[src/grid_ray_march_column_core_defines.svh]
// ----------------------------------------------------------------------------
// Grid ray march column core: assertion macros
// Property shorthands used by the top level, clocked on clk, disabled in rst.
// ----------------------------------------------------------------------------
`ifndef GRID_RAY_MARCH_COLUMN_CORE_DEFINES_SVH
`define GRID_RAY_MARCH_COLUMN_CORE_DEFINES_SVH

// Same-cycle implication.
`define GRMC_ASSERT_SAME(name, ante, cons, msg) \
  name: assert property (@(posedge clk) disable iff (rst) (ante) |-> (cons)) \
    else $error(msg);

// Next-cycle implication.
`define GRMC_ASSERT_NEXT(name, ante, cons, msg) \
  name: assert property (@(posedge clk) disable iff (rst) (ante) |=> (cons)) \
    else $error(msg);

`endif

[src/grmc_pkg.sv]
// ----------------------------------------------------------------------------
// Grid ray march column package
// Sizes, field layout, sine table and shared request types.
// ----------------------------------------------------------------------------
`default_nettype none

package grmc_pkg;

  localparam int MAP_W       = 16;
  localparam int MAP_H       = 16;
  localparam int SCREEN_W    = 128;
  localparam int SCREEN_H    = 64;
  localparam int ANGLE_STEPS = 1024;

  localparam int MAP_CELLS = MAP_W * MAP_H;
  localparam int ADDR_W    = $clog2(MAP_CELLS);
  localparam int SCREEN_W_LOG = $clog2(SCREEN_W);

  // field widths
  localparam int KIND_W   = 1;
  localparam int CELL_X_W = 4;
  localparam int CELL_Y_W = 4;
  localparam int CELL_W   = 8;
  localparam int COL_W    = 7;
  localparam int PPOS_W   = 12;
  localparam int ANG_W    = $clog2(ANGLE_STEPS);
  localparam int FOV_W    = 9;
  localparam int MAXD_W   = 16;
  localparam int STEP_W   = 8;
  localparam int CORR_W   = 16;
  localparam int TOP_W    = 6;
  localparam int BOT_W    = 7;

  // input tdata layout, lowest bit first
  localparam int IN_X_LSB   = 0;
  localparam int IN_Y_LSB   = IN_X_LSB + CELL_X_W;
  localparam int IN_V_LSB   = IN_Y_LSB + CELL_Y_W;
  localparam int IN_COL_LSB = IN_V_LSB + CELL_W;
  localparam int IN_PX_LSB  = IN_COL_LSB + COL_W;
  localparam int IN_PY_LSB  = IN_PX_LSB + PPOS_W;
  localparam int IN_PA_LSB  = IN_PY_LSB + PPOS_W;
  localparam int IN_USED_W  = IN_PA_LSB + ANG_W;
  localparam int IN_DATA_W  = ((IN_USED_W + 7) / 8) * 8;

  // output tdata layout, lowest bit first
  localparam int OUT_USED_W = COL_W + CELL_W + CORR_W + TOP_W + BOT_W + 1;
  localparam int OUT_DATA_W = ((OUT_USED_W + 7) / 8) * 8;

  // configuration port
  localparam int REG_IDX_W  = 2;
  localparam int CFG_DATA_W = MAXD_W;

  typedef enum logic [REG_IDX_W-1:0] {
    REG_FOV  = 2'd0,
    REG_MAXD = 2'd1,
    REG_STEP = 2'd2
  } reg_idx_t;

  localparam logic [FOV_W-1:0]  FOV_RESET  = FOV_W'(171);
  localparam logic [MAXD_W-1:0] MAXD_RESET = MAXD_W'(5120);
  localparam logic [STEP_W-1:0] STEP_RESET = STEP_W'(13);

  // fixed point
  localparam int SIN_FRAC   = 14;
  localparam int SIN_MAG_W  = SIN_FRAC + 1;
  localparam int SIN_W      = SIN_MAG_W + 1;
  localparam int SIN_ONE    = 1 << SIN_FRAC;
  localparam int CELL_SHIFT = 8 + SIN_FRAC;
  localparam int QTR        = ANGLE_STEPS / 4;
  localparam int QTR_W      = ANG_W - 2;

  localparam int MAP_SPAN    = (MAP_W > MAP_H ? MAP_W : MAP_H) << CELL_SHIFT;
  localparam int PLAYER_SPAN = 1 << (PPOS_W + SIN_FRAC);
  localparam int POS_W   = $clog2(MAP_SPAN > PLAYER_SPAN ? MAP_SPAN : PLAYER_SPAN) + 2;
  localparam int CIDX_W  = POS_W - 1 - CELL_SHIFT;
  localparam int DELTA_W = SIN_W + STEP_W + 1;
  localparam int DIST_W  = MAXD_W + 1;
  localparam int PROD_W  = DIST_W + SIN_MAG_W;

  localparam int ROUND_HALF = 1 << (SIN_FRAC - 1);
  localparam int NEAR_BIAS  = 26;
  localparam int GLYPH_DIST = 768;
  localparam int GLYPH_TYPE = 2;
  localparam int OUT_TYPE   = 1;
  localparam int HALF_H     = SCREEN_H / 2;

  localparam int DIVIDEND  = SCREEN_H * 128;
  localparam int QUO_W     = $clog2(DIVIDEND + 1);
  localparam int DIVISOR_W = CORR_W + 1;
  localparam int DCNT_W    = $clog2(QUO_W + 1);
  localparam int H_W       = $clog2(SCREEN_H + 1);

  localparam longint SIN_A = 51472;
  localparam longint SIN_B = 21024;
  localparam longint SIN_C = 2320;

  typedef logic [SIN_MAG_W-1:0] sin_tab_t [QTR];

  function automatic sin_tab_t build_sin_tab();
    sin_tab_t tab;
    longint z, z2, inner, mid, s, s14;
    for (int i = 0; i < QTR; i++) begin
      z     = (longint'(4 * i) * 32768) / ANGLE_STEPS;
      z2    = (z * z) >> 15;
      inner = SIN_B - ((z2 * SIN_C) >> 15);
      mid   = SIN_A - ((z2 * inner) >> 15);
      s     = (z * mid) >> 15;
      s14   = (s + 1) >> 1;
      if (s14 > SIN_ONE) s14 = SIN_ONE;
      tab[i] = SIN_MAG_W'(s14);
    end
    return tab;
  endfunction

  localparam sin_tab_t SIN_TAB = build_sin_tab();

  function automatic logic signed [SIN_W-1:0] sin_q14(input logic [ANG_W-1:0] a);
    logic [1:0]           quad;
    logic [QTR_W-1:0]     r;
    logic [QTR_W:0]       idx;
    logic [SIN_MAG_W-1:0] mag;
    quad = a[ANG_W-1 -: 2];
    r    = a[QTR_W-1:0];
    idx  = quad[0] ? ((QTR_W+1)'(QTR) - {1'b0, r}) : {1'b0, r};
    mag  = idx[QTR_W] ? SIN_MAG_W'(SIN_ONE) : SIN_TAB[idx[QTR_W-1:0]];
    return quad[1] ? -$signed({1'b0, mag}) : $signed({1'b0, mag});
  endfunction

  function automatic logic signed [SIN_W-1:0] cos_q14(input logic [ANG_W-1:0] a);
    return sin_q14(a + ANG_W'(QTR));
  endfunction

  typedef struct packed {
    logic              wr_en;
    logic              rd_en;
    logic [ADDR_W-1:0] addr;
    logic [CELL_W-1:0] wdata;
  } map_req_t;

  typedef struct packed {
    logic              clearing;
    logic [CELL_W-1:0] rd_data;
  } map_rsp_t;

  typedef struct packed {
    logic                 start;
    logic [DIVISOR_W-1:0] divisor;
  } div_req_t;

  typedef struct packed {
    logic             done;
    logic [QUO_W-1:0] quotient;
  } div_rsp_t;

endpackage

`default_nettype wire

[src/grmc_divider.sv]
// ----------------------------------------------------------------------------
// Grid ray march height divider
// Restoring divider, constant dividend, one quotient bit per cycle.
// ----------------------------------------------------------------------------
`default_nettype none

module grmc_divider (
  input  logic               clk,
  input  logic               rst,
  input  grmc_pkg::div_req_t req,
  output grmc_pkg::div_rsp_t rsp
);
  import grmc_pkg::*;

  logic                 busy;
  logic                 done;
  logic [DCNT_W-1:0]    cnt;
  logic [QUO_W-1:0]     quo;
  logic [DIVISOR_W-1:0] rem;
  logic [DIVISOR_W-1:0] dvs;
  logic [DIVISOR_W:0]   shifted;
  logic [DIVISOR_W:0]   diff;
  logic                 ge;

  assign shifted = {rem, quo[QUO_W-1]};
  assign ge      = shifted >= {1'b0, dvs};
  assign diff    = shifted - {1'b0, dvs};

  always_ff @(posedge clk) begin
    if (rst) begin
      busy <= 1'b0;
      done <= 1'b0;
      cnt  <= '0;
    end else begin
      done <= 1'b0;
      if (req.start) begin
        busy <= 1'b1;
        cnt  <= DCNT_W'(QUO_W);
      end else if (busy) begin
        cnt <= cnt - 1'b1;
        if (cnt == DCNT_W'(1)) begin
          busy <= 1'b0;
          done <= 1'b1;
        end
      end
    end
  end

  always_ff @(posedge clk) begin
    if (req.start) begin
      rem <= '0;
      quo <= QUO_W'(DIVIDEND);
      dvs <= req.divisor;
    end else if (busy) begin
      rem <= ge ? diff[DIVISOR_W-1:0] : shifted[DIVISOR_W-1:0];
      quo <= {quo[QUO_W-2:0], ge};
    end
  end

  assign rsp.done     = done;
  assign rsp.quotient = quo;

endmodule

`default_nettype wire

[config.mk]
export PLATFORM = sky130hd
export DESIGN_NAME = grmc_divider
export DESIGN_NICKNAME = d
export VERILOG_FILES = /design/src/grid_ray_march_column_core_defines.svh /design/src/grmc_pkg.sv /design/src/grmc_divider.sv
export SDC_FILE = /design/constraint.sdc
export NUM_CORES = 1
export LEC_CHECK = 0
export BUFFER_PORTS_ARGS = -buffer_cell sky130_fd_sc_hd__buf_2
export CORE_ASPECT_RATIO = 1.5
export CORE_MARGIN = 1
export CORE_UTILIZATION = 30
export DETAILED_ROUTE_END_ITERATION = 10
export PLACE_DENSITY_LB_ADDON = 0.15
export SLEW_MARGIN = 20
export SYNTH_ARGS = -nofsm -noshare
export SYNTH_HDL_FRONTEND = slang
export SYNTH_SLANG_ARGS = --single-unit
[constraint.sdc]
create_clock -name clk -period 2.5 [get_ports clk]
set_input_delay 0.125 -clock clk [delete_from_list [all_inputs] [get_ports clk]]
set_output_delay 0.125 -clock clk [all_outputs]
set_load 0.05 [all_outputs]
* Yosys cells after proc, flatten, opt, wreduce, memory -nomap -nowiden *
Index checks and enable logic that the tools add are counted.

word-level totals
  bits in registers = 54
  input bits = 20
  output and inout port bits = 15
  word-level logic and storage cells = 22

operators by class
  add/subtract/negate cells = 2
  order comparisons = 1
  equal/unequal tests = 1
  multiplexer cells = 7
  bitwise gates (word level) = 1
  reduce and logical (&&, ||, !) cells = 3

operators with widths
  operator                                          number
  greater-or-equal comparator 18 x 17 -> 1 bit      1
  two-way mux 17 bit                                1
  subtractor 17 bit                                 1
  two-way mux 4 bit                                 2
  == test 4 x 1 -> 1 bit, second input constant     1
  two-way mux 1 bit                                 4
  subtractor 4 x 1 -> 4 bit, second input constant  1
  OR reduction 3 bit                                1
  nonzero test 2 bit                                1
  OR reduction 2 bit                                1
  NOT 1 bit                                         1

* Logic depth before layout (Yosys ltp) *
  depth in word-level cells = 4
  mapped depth = 11
  gate-level depth less buffers = 10

* Worst setup path after synthesis *
No wires, ideal clock.

  kind = reg-to-reg
  start point = register quo[13]
  end point = register rem[4]
  setup time = 0.088 ns
  arrival = 2.556 ns
  required time = 2.412 ns
  setup slack = -0.144 ns
  cell stages (with the launch flop) = 12
  path buffers = 1
  period minus slack after synthesis = 2.644 ns
  cell sequence = dfxtp_1 inv_1 ha_1 inv_1 fa_1 a21o_1 a311oi_2 o221ai_2 o21ai_2 buf_4 nand3_1 a311oi_2

on the way
  word-level cells in the longest chain between the ends = 2
  elaborated cells between the ends (all ways) = 3
  classes of those cells = add/sub: 1; order compare: 1; mux: 1

ends and longest elaborated chain
  element                                                                            line                                    RTL
  from (decl)                                                                        grmc_divider.sv:18                      logic [QUO_W-1:0] quo;
  from (signal assigned)                                                             grmc_divider.sv:52                      quo <= QUO_W'(DIVIDEND);
  from (signal assigned)                                                             grmc_divider.sv:56                      quo <= {quo[QUO_W-2:0], ge};
  subtractor 17 bit or greater-or-equal comparator 18 x 17 -> 1 bit (tied branches)  grmc_divider.sv:27, grmc_divider.sv:26
  two-way mux 17 bit (*)                                                             grmc_divider.sv:55                      rem <= ge ? diff[DIVISOR_W-1:0] : shifted[DIVISOR_W-1:0];
  to (signal assigned)                                                               grmc_divider.sv:55
  to (decl)                                                                          grmc_divider.sv:19                      logic [DIVISOR_W-1:0] rem;

Mark *: on every way between the ends. The rest lies on a longest branch, timed or not.
A chain may end at the register's enable or synchronous reset.

* Final worst setup path *
  start point = register quo[13]
  end point = register rem[11]

Same word-level chain as after synthesis.

==> impl_metrics.json <==
{
  "ir_drop_uv": 252,
  "finalHoldViolations": 0,
  "slew_headroom_pct": 62.0,
  "gp_congestion": 0.842,
  "vias_per_cell": 5.13,
  "finalMaxSlewViolations": 0,
  "critical_path_arrival_ns": 2.65,
  "min_path_type": "in -> reg",
  "dieArea_mm2": 0.0105,
  "finalPower_mw": 2.21,
  "timing.rr.end": "rem[11]",
  "setup_violations": 0,
  "ys_ff_latch": 54,
  "tightestPinTransition_ns": 0.569,
  "rr_worst_depth": 12,
  "rrSetupSlack_ns": 0.08,
  "dieHeight_um": 125,
  "ant_nets": 0,
  "grt_max_degree": 45,
  "track_usage_pct": 15.7,
  "h-tree-depth": 2,
  "layout.nets": 439,
  "layout_setup_ws_ns": 0.0835,
  "hpwl_um": 5820,
  "finalCritPeriodShare_pct": 96.7,
  "areaGrowthSynthToFinish_pct": 28.2,
  "dp_slack_ns": -0.0469,
  "synthArstFlopShare_pct": 0,
  "leakage_nw": 1.67,
  "synth-main-ff-cell": "dfxtp_1",
  "antenna_found_initial": 0,
  "drt_iter0_markers": 175,
  "cap_violations": 0,
  "clk_pin_slew_ns": 0.07,
  "drt_first_pass_iters": 4,
  "root_buffer": "clkbuf_16",
  "ios": 35,
  "grt_pass1_vias": 2518,
  "p_per_area_mw_per_mm2": 566,
  "clock_latency_ns": 0.30,
  "cts.path.max_buffers": 2,
  "min_period_ns": 2.42,
  "multi_input_area_mm2": 0.00169,
  "synth_warnings": 0,
  "outcome": "finished clean",
  "syn_nets": 368,
  "path_max_fanout": 3,
  "end_kind": "flop",
  "grt-ovfl-total": 0,
  "n_antenna_cell": 0,
  "yosysSeqAreaShare_pct": 41.2,
  "cts_sinks": 54,
  "grt_pass1_wl_um": 12900,
  "drc": 0,
  "core_region_area_mm2": 0.00974,
  "setup.worst_path.end": "rem[11]",
  "numCtsBuffers": 5,
  "setup.worst_path.start": "quo[13]",
  "synth_edf_count": 17,
  "worstSetupPathType": "reg -> reg",
  "cts_tree": "done",
  "syn_inst": 328,
  "drive_above_1_share_pct": 25.8,
  "fin_skew_ns": 0.00769,
  "syn_area_per_cell_um2": 9.27,
  "wire_per_inst_um": 15.3,
  "syn_area_mm2": 0.00304,
  "rr_startpoint": "quo[13]",
  "start_kind": "flop",
  "dieWidth_um": 84.2,
  "placementRows": 44,
  "io_buffers": 34,
  "fillers": 994,
  "clock.fmax_ghz": 0.414,
  "rsz0062_at_grt": "true",
  "drt-total-wl_um": 7860,
  "vias": 2640,
  "yosys.cell_types.count": 54,
  "regArea_mm2": 0.00126,
  "critPathRequiredTime_ns": 2.73,
  "initial_core_util_pct": 31.2
}
repair_timing:
action	CTS	global route
hold buffers	11	4
setup buffers	4	4
pin swaps	6	9
endpoints found under the hold margin	11	4
endpoints found under the setup margin	8	18
gates resized for setup	7	15
layer usage:
metal	vias to the layer above	part of all wire [%]	track usage, %
li1	1338	-	-
met1	1242	41	18.5
met2	44	53	28.1
met3	16	2.5	1.91
met4	0	3.7	7.51
met5	-	0	0
synthesized netlist by cell type, types with 7 or more instances:
master     n  area (µm²)
inv_1     23        86.3
xnor2_1   10        87.6
a31oi_1    8        50.1
nand2_1   20        75.1
nand3_1   11        55.1
o21ai_0    7        35.0
edfxtp_1  17         510
o21ai_1    9        45.0
mux2i_1   12         120
nor2_1    35         131
a21oi_1   24         120
and3_1    11        68.8
dfxtp_1   37         741
xor2_1     7        61.3
clkbuf_1  10        37.5
ha_1      19         238
where the power goes:
| part | internal (mW) | switching (mW) | total (mW) |
|---|---|---|---|
| logic | 0.220 | 0.270 | 0.490 |
| registers | 0.952 | 0.0392 | 0.991 |
| clock network | 0.378 | 0.346 | 0.724 |
worst min-delay path by stage:
stage	depth (start not counted)	from	to	slack (ns)
2_1_floorplan	1	rst	cnt[1]	0.19
3_3_place_gp	1	req[12]	dvs[12]	0.30
3_5_place_dp	1	req[3]	dvs[3]	0.30
4_1_cts	1	req[9]	dvs[9]	0.001
5_1_grt	1	req[9]	dvs[9]	0.004
6_report	1	req[15]	dvs[15]	0.003
cell usage in the layout, fill, tap and decap left out, types with 9 or more instances in the layout:
master / n
edfxtp_1: 17
and3_1: 11
nor2_1: 35
mux2i_1: 12
buf_2: 34
a21oi_1: 24
nand3_1: 9
inv_1: 21
dlygate4sd3_1: 15
dfxtp_1: 35
ha_1: 16
xnor2_1: 10
nand2_1: 19
buf_4: 29
state kept, by name (all words and copies together), names as in the netlist:
signal	count
dvs	17
rem	17
quo	14
cnt	4
busy	1
done	1
worst max-delay path: stages, from the launching register on:
cell,delay [ns]
dfxtp_4,0.35
inv_4,0.06
ha_4,0.13
inv_2,0.03
fa_2,0.33
a21o_1,0.19
a311oi_2,0.29
o221ai_2,0.18
o21ai_2,0.27
buf_4,0.17
nand2_2,0.07
buf_6,0.16
a31oi_1,0.13
kinds of logic (layout without fill, tap and decap cells):
group / count (synthesis) / count (layout) / synth area share (%)
AOI/OAI and AO/OA: 91 / 91 / 21.6
muxes: 12 / 12 / 3.95
and+or+nand+nor: 94 / 94 / 14.3
DFF: 54 / 54 / 41.2
buffers and inverters: 40 / 112 / 5.60
adders and majority gates: 20 / 20 / 8.48
xor gates and xnor gates: 17 / 17 / 4.90
stage by stage:
| stage | std cells | util [%] | hold WS, ns | setup TNS (ns) | instance area [µm²] |
|---|---|---|---|---|---|
| global route | 515 | 40.0 | 0.00430 | -0.147 | 3900 |
| finish | 515 | 40.0 | 0.00307 | 0 | 3900 |
| floorplan | 328 | - | 0.194 | 0 | 3050 |
| global placement | 484 | 35.5 | 0.301 | 0 | 3460 |
| CTS | 507 | 38.6 | 0.00149 | 0 | 3770 |
| detailed placement | 484 | 35.5 | 0.303 | -0.102 | 3460 |
final cells by class:
cell class | count | area share [%]
clock buffers | 5 | 3.21
clock inverters | 3 | 0.610
inverters | 23 | 2.28
multi-input cells | 234 | 43.3
flip-flops and latches | 54 | 32.2
well taps | 115 | 3.69
repair buffers | 81 | 14.7
Note: power is estimated with default switching activity, not from simulation.
