==> config.mk <==
export PLATFORM = sky130hd
export DESIGN_NAME = grmc_map_ram
export DESIGN_NICKNAME = d
export VERILOG_FILES = /design/src/grid_ray_march_column_core_defines.svh /design/src/grmc_pkg.sv /design/src/grmc_map_ram.sv
export SDC_FILE = /design/constraint.sdc
export NUM_CORES = 2
export LEC_CHECK = 0
export ABC_AREA = 1
export BUFFER_PORTS_ARGS = -buffer_cell sky130_fd_sc_hd__buf_4
export CAP_MARGIN = 20
export CORE_MARGIN = 5
export CORE_UTILIZATION = 25
export DETAILED_ROUTE_END_ITERATION = 6
export PLACE_DENSITY = 0.46
export SYNTH_ARGS = -nofsm -noshare
export SYNTH_HDL_FRONTEND = slang
export SYNTH_SLANG_ARGS = --single-unit
==> constraint.sdc <==
create_clock -name clk -period 17.1 [get_ports clk]
set_input_delay 0.855 -clock clk [delete_from_list [all_inputs] [get_ports clk]]
set_output_delay 0.855 -clock clk [all_outputs]
set_load 0.005 [all_outputs]
==> src/grid_ray_march_column_core_defines.svh <==
// ----------------------------------------------------------------------------
// Grid ray march column core: assertion macros
// Property shorthands used by the top level, clocked on clk, disabled in rst.
// ----------------------------------------------------------------------------
`ifndef GRID_RAY_MARCH_COLUMN_CORE_DEFINES_SVH
`define GRID_RAY_MARCH_COLUMN_CORE_DEFINES_SVH

// Same-cycle implication.
`define GRMC_ASSERT_SAME(name, ante, cons, msg) \
  name: assert property (@(posedge clk) disable iff (rst) (ante) |-> (cons)) \
    else $error(msg);

// Next-cycle implication.
`define GRMC_ASSERT_NEXT(name, ante, cons, msg) \
  name: assert property (@(posedge clk) disable iff (rst) (ante) |=> (cons)) \
    else $error(msg);

`endif

==> src/grmc_pkg.sv <==
// ----------------------------------------------------------------------------
// Grid ray march column package
// Sizes, field layout, sine table and shared request types.
// ----------------------------------------------------------------------------
`default_nettype none

package grmc_pkg;

  localparam int MAP_W       = 16;
  localparam int MAP_H       = 16;
  localparam int SCREEN_W    = 128;
  localparam int SCREEN_H    = 64;
  localparam int ANGLE_STEPS = 1024;

  localparam int MAP_CELLS = MAP_W * MAP_H;
  localparam int ADDR_W    = $clog2(MAP_CELLS);
  localparam int SCREEN_W_LOG = $clog2(SCREEN_W);

  // field widths
  localparam int KIND_W   = 1;
  localparam int CELL_X_W = 4;
  localparam int CELL_Y_W = 4;
  localparam int CELL_W   = 8;
  localparam int COL_W    = 7;
  localparam int PPOS_W   = 12;
  localparam int ANG_W    = $clog2(ANGLE_STEPS);
  localparam int FOV_W    = 9;
  localparam int MAXD_W   = 16;
  localparam int STEP_W   = 8;
  localparam int CORR_W   = 16;
  localparam int TOP_W    = 6;
  localparam int BOT_W    = 7;

  // input tdata layout, lowest bit first
  localparam int IN_X_LSB   = 0;
  localparam int IN_Y_LSB   = IN_X_LSB + CELL_X_W;
  localparam int IN_V_LSB   = IN_Y_LSB + CELL_Y_W;
  localparam int IN_COL_LSB = IN_V_LSB + CELL_W;
  localparam int IN_PX_LSB  = IN_COL_LSB + COL_W;
  localparam int IN_PY_LSB  = IN_PX_LSB + PPOS_W;
  localparam int IN_PA_LSB  = IN_PY_LSB + PPOS_W;
  localparam int IN_USED_W  = IN_PA_LSB + ANG_W;
  localparam int IN_DATA_W  = ((IN_USED_W + 7) / 8) * 8;

  // output tdata layout, lowest bit first
  localparam int OUT_USED_W = COL_W + CELL_W + CORR_W + TOP_W + BOT_W + 1;
  localparam int OUT_DATA_W = ((OUT_USED_W + 7) / 8) * 8;

  // configuration port
  localparam int REG_IDX_W  = 2;
  localparam int CFG_DATA_W = MAXD_W;

  typedef enum logic [REG_IDX_W-1:0] {
    REG_FOV  = 2'd0,
    REG_MAXD = 2'd1,
    REG_STEP = 2'd2
  } reg_idx_t;

  localparam logic [FOV_W-1:0]  FOV_RESET  = FOV_W'(171);
  localparam logic [MAXD_W-1:0] MAXD_RESET = MAXD_W'(5120);
  localparam logic [STEP_W-1:0] STEP_RESET = STEP_W'(13);

  // fixed point
  localparam int SIN_FRAC   = 14;
  localparam int SIN_MAG_W  = SIN_FRAC + 1;
  localparam int SIN_W      = SIN_MAG_W + 1;
  localparam int SIN_ONE    = 1 << SIN_FRAC;
  localparam int CELL_SHIFT = 8 + SIN_FRAC;
  localparam int QTR        = ANGLE_STEPS / 4;
  localparam int QTR_W      = ANG_W - 2;

  localparam int MAP_SPAN    = (MAP_W > MAP_H ? MAP_W : MAP_H) << CELL_SHIFT;
  localparam int PLAYER_SPAN = 1 << (PPOS_W + SIN_FRAC);
  localparam int POS_W   = $clog2(MAP_SPAN > PLAYER_SPAN ? MAP_SPAN : PLAYER_SPAN) + 2;
  localparam int CIDX_W  = POS_W - 1 - CELL_SHIFT;
  localparam int DELTA_W = SIN_W + STEP_W + 1;
  localparam int DIST_W  = MAXD_W + 1;
  localparam int PROD_W  = DIST_W + SIN_MAG_W;

  localparam int ROUND_HALF = 1 << (SIN_FRAC - 1);
  localparam int NEAR_BIAS  = 26;
  localparam int GLYPH_DIST = 768;
  localparam int GLYPH_TYPE = 2;
  localparam int OUT_TYPE   = 1;
  localparam int HALF_H     = SCREEN_H / 2;

  localparam int DIVIDEND  = SCREEN_H * 128;
  localparam int QUO_W     = $clog2(DIVIDEND + 1);
  localparam int DIVISOR_W = CORR_W + 1;
  localparam int DCNT_W    = $clog2(QUO_W + 1);
  localparam int H_W       = $clog2(SCREEN_H + 1);

  localparam longint SIN_A = 51472;
  localparam longint SIN_B = 21024;
  localparam longint SIN_C = 2320;

  typedef logic [SIN_MAG_W-1:0] sin_tab_t [QTR];

  function automatic sin_tab_t build_sin_tab();
    sin_tab_t tab;
    longint z, z2, inner, mid, s, s14;
    for (int i = 0; i < QTR; i++) begin
      z     = (longint'(4 * i) * 32768) / ANGLE_STEPS;
      z2    = (z * z) >> 15;
      inner = SIN_B - ((z2 * SIN_C) >> 15);
      mid   = SIN_A - ((z2 * inner) >> 15);
      s     = (z * mid) >> 15;
      s14   = (s + 1) >> 1;
      if (s14 > SIN_ONE) s14 = SIN_ONE;
      tab[i] = SIN_MAG_W'(s14);
    end
    return tab;
  endfunction

  localparam sin_tab_t SIN_TAB = build_sin_tab();

  function automatic logic signed [SIN_W-1:0] sin_q14(input logic [ANG_W-1:0] a);
    logic [1:0]           quad;
    logic [QTR_W-1:0]     r;
    logic [QTR_W:0]       idx;
    logic [SIN_MAG_W-1:0] mag;
    quad = a[ANG_W-1 -: 2];
    r    = a[QTR_W-1:0];
    idx  = quad[0] ? ((QTR_W+1)'(QTR) - {1'b0, r}) : {1'b0, r};
    mag  = idx[QTR_W] ? SIN_MAG_W'(SIN_ONE) : SIN_TAB[idx[QTR_W-1:0]];
    return quad[1] ? -$signed({1'b0, mag}) : $signed({1'b0, mag});
  endfunction

  function automatic logic signed [SIN_W-1:0] cos_q14(input logic [ANG_W-1:0] a);
    return sin_q14(a + ANG_W'(QTR));
  endfunction

  typedef struct packed {
    logic              wr_en;
    logic              rd_en;
    logic [ADDR_W-1:0] addr;
    logic [CELL_W-1:0] wdata;
  } map_req_t;

  typedef struct packed {
    logic              clearing;
    logic [CELL_W-1:0] rd_data;
  } map_rsp_t;

  typedef struct packed {
    logic                 start;
    logic [DIVISOR_W-1:0] divisor;
  } div_req_t;

  typedef struct packed {
    logic             done;
    logic [QUO_W-1:0] quotient;
  } div_rsp_t;

endpackage

`default_nettype wire

==> src/grmc_map_ram.sv <==
// ----------------------------------------------------------------------------
// Grid ray march map memory
// Single-port cell store, registered read, zero sweep after reset.
// ----------------------------------------------------------------------------
`default_nettype none

module grmc_map_ram (
  input  logic               clk,
  input  logic               rst,
  input  grmc_pkg::map_req_t req,
  output grmc_pkg::map_rsp_t rsp
);
  import grmc_pkg::*;

  logic [CELL_W-1:0] mem [MAP_CELLS];
  logic              clearing;
  logic [ADDR_W-1:0] clr_addr;
  logic [CELL_W-1:0] rd_data;

  always_ff @(posedge clk) begin
    if (rst) begin
      clearing <= 1'b1;
      clr_addr <= '0;
    end else if (clearing) begin
      clr_addr <= clr_addr + 1'b1;
      if (clr_addr == ADDR_W'(MAP_CELLS - 1)) clearing <= 1'b0;
    end
  end

  always_ff @(posedge clk) begin
    if (clearing) begin
      mem[clr_addr] <= '0;
    end else if (req.wr_en) begin
      mem[req.addr] <= req.wdata;
    end
    if (req.rd_en) rd_data <= mem[req.addr];
  end

  assign rsp.clearing = clearing;
  assign rsp.rd_data  = rd_data;

endmodule

`default_nettype wire

**After elaboration in Yosys (flattened, before gate mapping)**

Memories as Yosys holds them, arrays and structs flattened. A register that Yosys moved wholly into a read port is not among the register bits.
Cells that the tools add are included.

- $add $sub $neg: 1
- Multiply operators: 0
- Divide/modulo/power cells: 0
- Order comparisons: 0
- Equality and inequality tests: 1
- Shift operators: 0
- Mux-type cells: 10
- Bitwise logic cells: 0
- Reduce and logical (&&, ||, !) cells: 1

Operator list:

| operator | count |
|---|---|
| two-way mux 8 bit | 2 |
| adder 8 x 1 -> 8 bit (second input constant) | 1 |
| equality test 8 bit (second input constant) | 1 |
| two-way mux 1 bit | 8 |
| OR reduction 8 bit | 1 |

- Flip-flop bits (word level): 9
- Latch bits: 0
- RAM bits: 2048
- Memory bits (read-only): 0
- Input port bits: 20
- Logic and storage cells: 16
- Memories kept: 1

Memories:

| name | words | bits a word | rd ports | clocked after Yosys merged registers in | write ports | line | RTL |
|---|---|---|---|---|---|---|---|
| mem | 256 | 8 | 1 | 1 | 1 | grmc_map_ram.sv:15 | `logic [CELL_W-1:0] mem [MAP_CELLS];` |

**Depth between registers and ports, before layout**

- Depth after elaboration: 5
- Depth in mapped cells: 15
- Depth with buffers taken out: 11

**Least setup slack after synthesis**

No wires, ideal clock.

- Path kind: input -> register
- Start point: input port req[17] (netlist name)
- End point: memory mem[0][0], data pin
- Data arrival time: 6.986 ns
- Data required time: 15.708 ns
- Slack: 8.722 ns
- Stages: 3
- Cells stage by stage: nand2_4 -> buf_4 -> nor2_1

- Cells in the longest elaborated chain, start to end: 5

RTL lines:

| element | line | RTL |
|---|---|---|
| from (decl) | grmc_map_ram.sv:10 | `input grmc_pkg::map_req_t req,` |
| two-way mux 1 bit | grmc_map_ram.sv:33 | `end else if (req.wr_en) begin` |
| two-way mux 1 bit | grmc_map_ram.sv:31 | `if (clearing) begin` |
| two-way mux 1 bit (not written as such) | grmc_map_ram.sv:34 | `mem[req.addr] <= req.wdata;` |
| OR reduction 8 bit (no line) | n/a |  |
| two-way mux 8 bit (no line) | n/a |  |
| to (decl) | grmc_map_ram.sv:15 |  |

No other way between the ends.

==> results.md <==
* Antenna violations before repair at 9
* Clock Latency Late Sink at roughly 0.86 ns
* Max clock buf depth at 3
* Total detailed-routing wirelength at approximately 260000 um
* Cells after synthesis at roughly 7100
* CP Data Arrival Time at approximately 6.6 ns
* Area of the mapped netlist at 83900 um^2
* Startpoint of the most critical setup path: req[8]
* Switching Share at 22.7%
* Power per standard cell area at 111 nW/um^2
* Highest net fanout along the worst path at approximately 150
* Clock network fraction of design power at 42.6%
* Growth of design area from synthesis to finish at 13.2%
* Height of the die at 589 um
* Number of global-route vias before repair at 52389
* Data required, critical path at 17.81 ns
* Average cell area after synthesis at 11.8 um^2
* Internal Power at 8130 uW
* Worst Tran Pin Value at 1.23 ns
* Static leakage at around 0.032 uW
* Unrepaired setup endpoints after global routing: false
* Number of iterations in the first detailed-routing pass at 5
* Io pins at 29
* Number of sinks handled by clock tree synthesis at slightly above 2000
* Die footprint at roughly 350000 um^2
* Final-stage net count at ~7000
* Wire length of the first global-routing pass at 378000 um
* Footprint of the multi-input gates at between 15000 and 20000 um^2
* Clock tree from TritonCTS: built
* Number of setup violations in the final report at 0
* Net switching power at 2390 uW
* Number of port buffers at 28
* Unique cell type count in the Yosys netlist at 25
* Num rows at 212
* Count of pins over their slew limit at 0
* Count of filler cells inserted in the layout at 33925
* Logic gate share of total power at approximately 5.2%
* Post-DRT Antenna Nets at 0
* Combined global-route utilization of all metal layers at roughly 14%
* Register share of total power at a little over half
* Reported max-cap violation count at 0
* Post-cts resize count at 0
* Remaining Overflow, GRT at 0
* Total nets after synthesis at 7115
* Slew HR at 17.9%
* Slack of the critical path at 11.21 ns
* Kind of launch point of the worst setup path: input port
* CP max stage delay at 0.78 ns
* Number of buffers inserted during clock tree synthesis at 214
* Worst clock skew at 0.0352 ns
* VDD IR-drop max at 0.0000954 V
* Library cell appearing most often on the critical path: nand3_1
* Worst setup path class: input port to flip-flop
* GP Congestion at 0.794
* Number of design-rule violations left by the first detailed-router iteration at just under 5000
* CTS HTree Levels at 4
* Tcrit/Tclk final at 34.4%
* Via total after detailed routing at 54195
* Area inside the core boundary at approximately 330000 um^2
* Number of remaining DRC errors at 0
* Yosys warns at 0
* Share of the yosys chip area belonging to registers at 73.8%
* Clock root cell: clkbuf_16
* Chip Width at 589 um
* Initial cell density of the core at 25.1%
* Footprint of the flip-flops and latches at 61900 um^2
* Post-CTS repair timing setup buffer count at 0
* Flip-flop and latch count after synthesis at 2065
* Pre-CTS worst setup slack at 10.50 ns
* Pin count of the biggest net entering global routing at 214
* FMAX at 0.170 GHz
* Hold Vio Cnt, Final at 0
* HPWL Detailed at about 150000 um
* Clock Pin Slew Worst Setup and Hold Paths at about 0.060 ns
* Hold bufs inserted after CTS at 0
* Worst hold path class: input port to flip-flop
* Post-detailed-route wirelength per cell at 22.6 um
* Run status: finished, final reports clean
* Crit. End Element: flip-flop
* Layout cell share with drive strength beyond 1 at approximately 6.5%
* Hold path start: rst
* Setup TNS at 0 ns
* Cell with the largest stage delay on the worst path: buf_4
* Average via count per standard cell at 4.70
* Post-layout minimum cycle time at 5.89 ns
* Series of cell instances along the critical path: buf_8 > inv_8 > buf_4 > buf_4 > buf_4 > buf_4 > nand2_1 > nand3_1 > nand3_1 > nand3_1 > nand3_1 > nand3_1 > nand3_1 > nand2_1 > nand2_1 > nand2_1
* Crit Reg-Reg Startpoint: clearing$_SDFF_PP1_
-- cell families after synthesis --
group | count (synthesis) | synth area share (%)
DFF | 2065 | 73.8
and+or+nand+nor | 4462 | 23.1
adders and majority gates | 1 | 0.0149
buffers and inverters | 547 | 2.96
AOI/OAI and AO/OA | 19 | 0.137
-- metrics by stage --
step | instance area, um^2 | power, uW | utilization (%) | hold WS [ns] | cells
floorplan | 83900 | 5930 | - | 0.463 | 7094
global placement | 88300 | 6150 | 26.4 | 0.481 | 11121
detailed placement | 88400 | 6150 | 26.5 | 0.493 | 11125
CTS | 95000 | 10600 | 28.4 | 0.134 | 11521
global route | 95000 | 10900 | 28.4 | 0.163 | 11521
finish | 95000 | 10500 | 28.4 | 0.206 | 11523
-- flip-flops by register name (all words and copies together), names as in the netlist --
name,cells
clr_addr,8
mem,2048
rd_data,8
clearing,1
-- power by group through the flow --
| stage | registers, uW | logic [uW] | clock network (uW) |
|---|---|---|---|
| final | 5500 | 543 | 4490 |
| after global routing | 5490 | 588 | 4790 |
| after CTS | 5500 | 546 | 4570 |
| after detailed placement | 5600 | 545 | 0 |
| after global placement | 5600 | 546 | 0 |
| after floorplan | 5600 | 335 | 0 |
-- worst paths after layout --
path / to / slack (ns) / cells after the start
hold / removal: clr_addr[3]$_SDFFE_PP0P_ / 0.21 / 2
hold reg to reg: clr_addr[0]$_SDFFE_PP0P_ / 0.50 / 2
setup reg to reg: mem[28][1]$_DFFE_PP_ / 13.28 / 6
setup / recovery: rd_data[3]$_DFFE_PP_ / 11.21 / 16
-- critical path, delay by kind of cell --
kind          cells  cell delay [ns]
simple gates     10             1.32
buf+inv           6             3.89
-- cell usage after synthesis --
| library cell | instances | area (um^2) |
|---|---|---|
| clkinv_1 | 1 | 3.75 |
| buf_2 | 279 | 1400 |
| nor3_4 | 1 | 16.3 |
| inv_2 | 8 | 30.0 |
| nand3_1 | 2016 | 10100 |
| nand2_1 | 2124 | 7970 |
| nand2_4 | 1 | 11.3 |
| o21ai_0 | 7 | 35.0 |
| nand2_2 | 11 | 68.8 |
| a31oi_1 | 1 | 6.26 |
| dfxtp_1 | 9 | 180 |
| o21ai_2 | 5 | 43.8 |
| clkbuf_1 | 133 | 499 |
| edfxtp_1 | 2056 | 61700 |
| ha_1 | 1 | 12.5 |
| nor2_1 | 293 | 1100 |
| nor2_2 | 1 | 6.26 |
| nor2_4 | 4 | 45.0 |
| inv_1 | 53 | 199 |
| nand3_2 | 1 | 10.0 |
| buf_1 | 57 | 214 |
| nor3_1 | 10 | 50.1 |
| buf_6 | 6 | 67.6 |
| buf_4 | 10 | 75.1 |
| a21oi_1 | 6 | 30.0 |
-- routing by layer --
metal | track usage, % | wire [um] | vias up
li1 | - | - | 24878
met1 | 20.0 | 116000 | 27420
met2 | 23.7 | 123000 | 1530
met3 | 2.14 | 13500 | 363
met4 | 4.19 | 7490 | 4
met5 | 0 | 31 | -
-- layout make-up --
cell class              instances  area share, %
diodes                          2        0.00527
clock inverters               141           1.08
inverters                      62          0.271
flip-flops and latches       2065           65.2
repair buffers                129           1.16
multi-input cells            4482           20.6
clock buffers                 255           5.88
well taps                    4387           5.78
-- layout by cell type (no fill, tap or decap), types with 5 or more instances in the layout --
master	synthesis	final
a21oi_1	6	6
nand2_1	2124	2114
clkbuf_16	0	217
edfxtp_1	2056	2056
clkinv_2	0	34
nand2_2	11	21
nor2_4	4	12
nand3_1	2016	2016
buf_4	10	115
inv_1	53	51
clkinv_1	1	80
o21ai_0	7	7
o21ai_2	5	5
clkbuf_1	133	37
nor3_1	10	10
bufinv_16	0	13
buf_12	0	8
nor2_1	293	285
inv_6	0	7
inv_2	8	6
dfxtp_1	9	9
(Power assumes the default switching activity.)
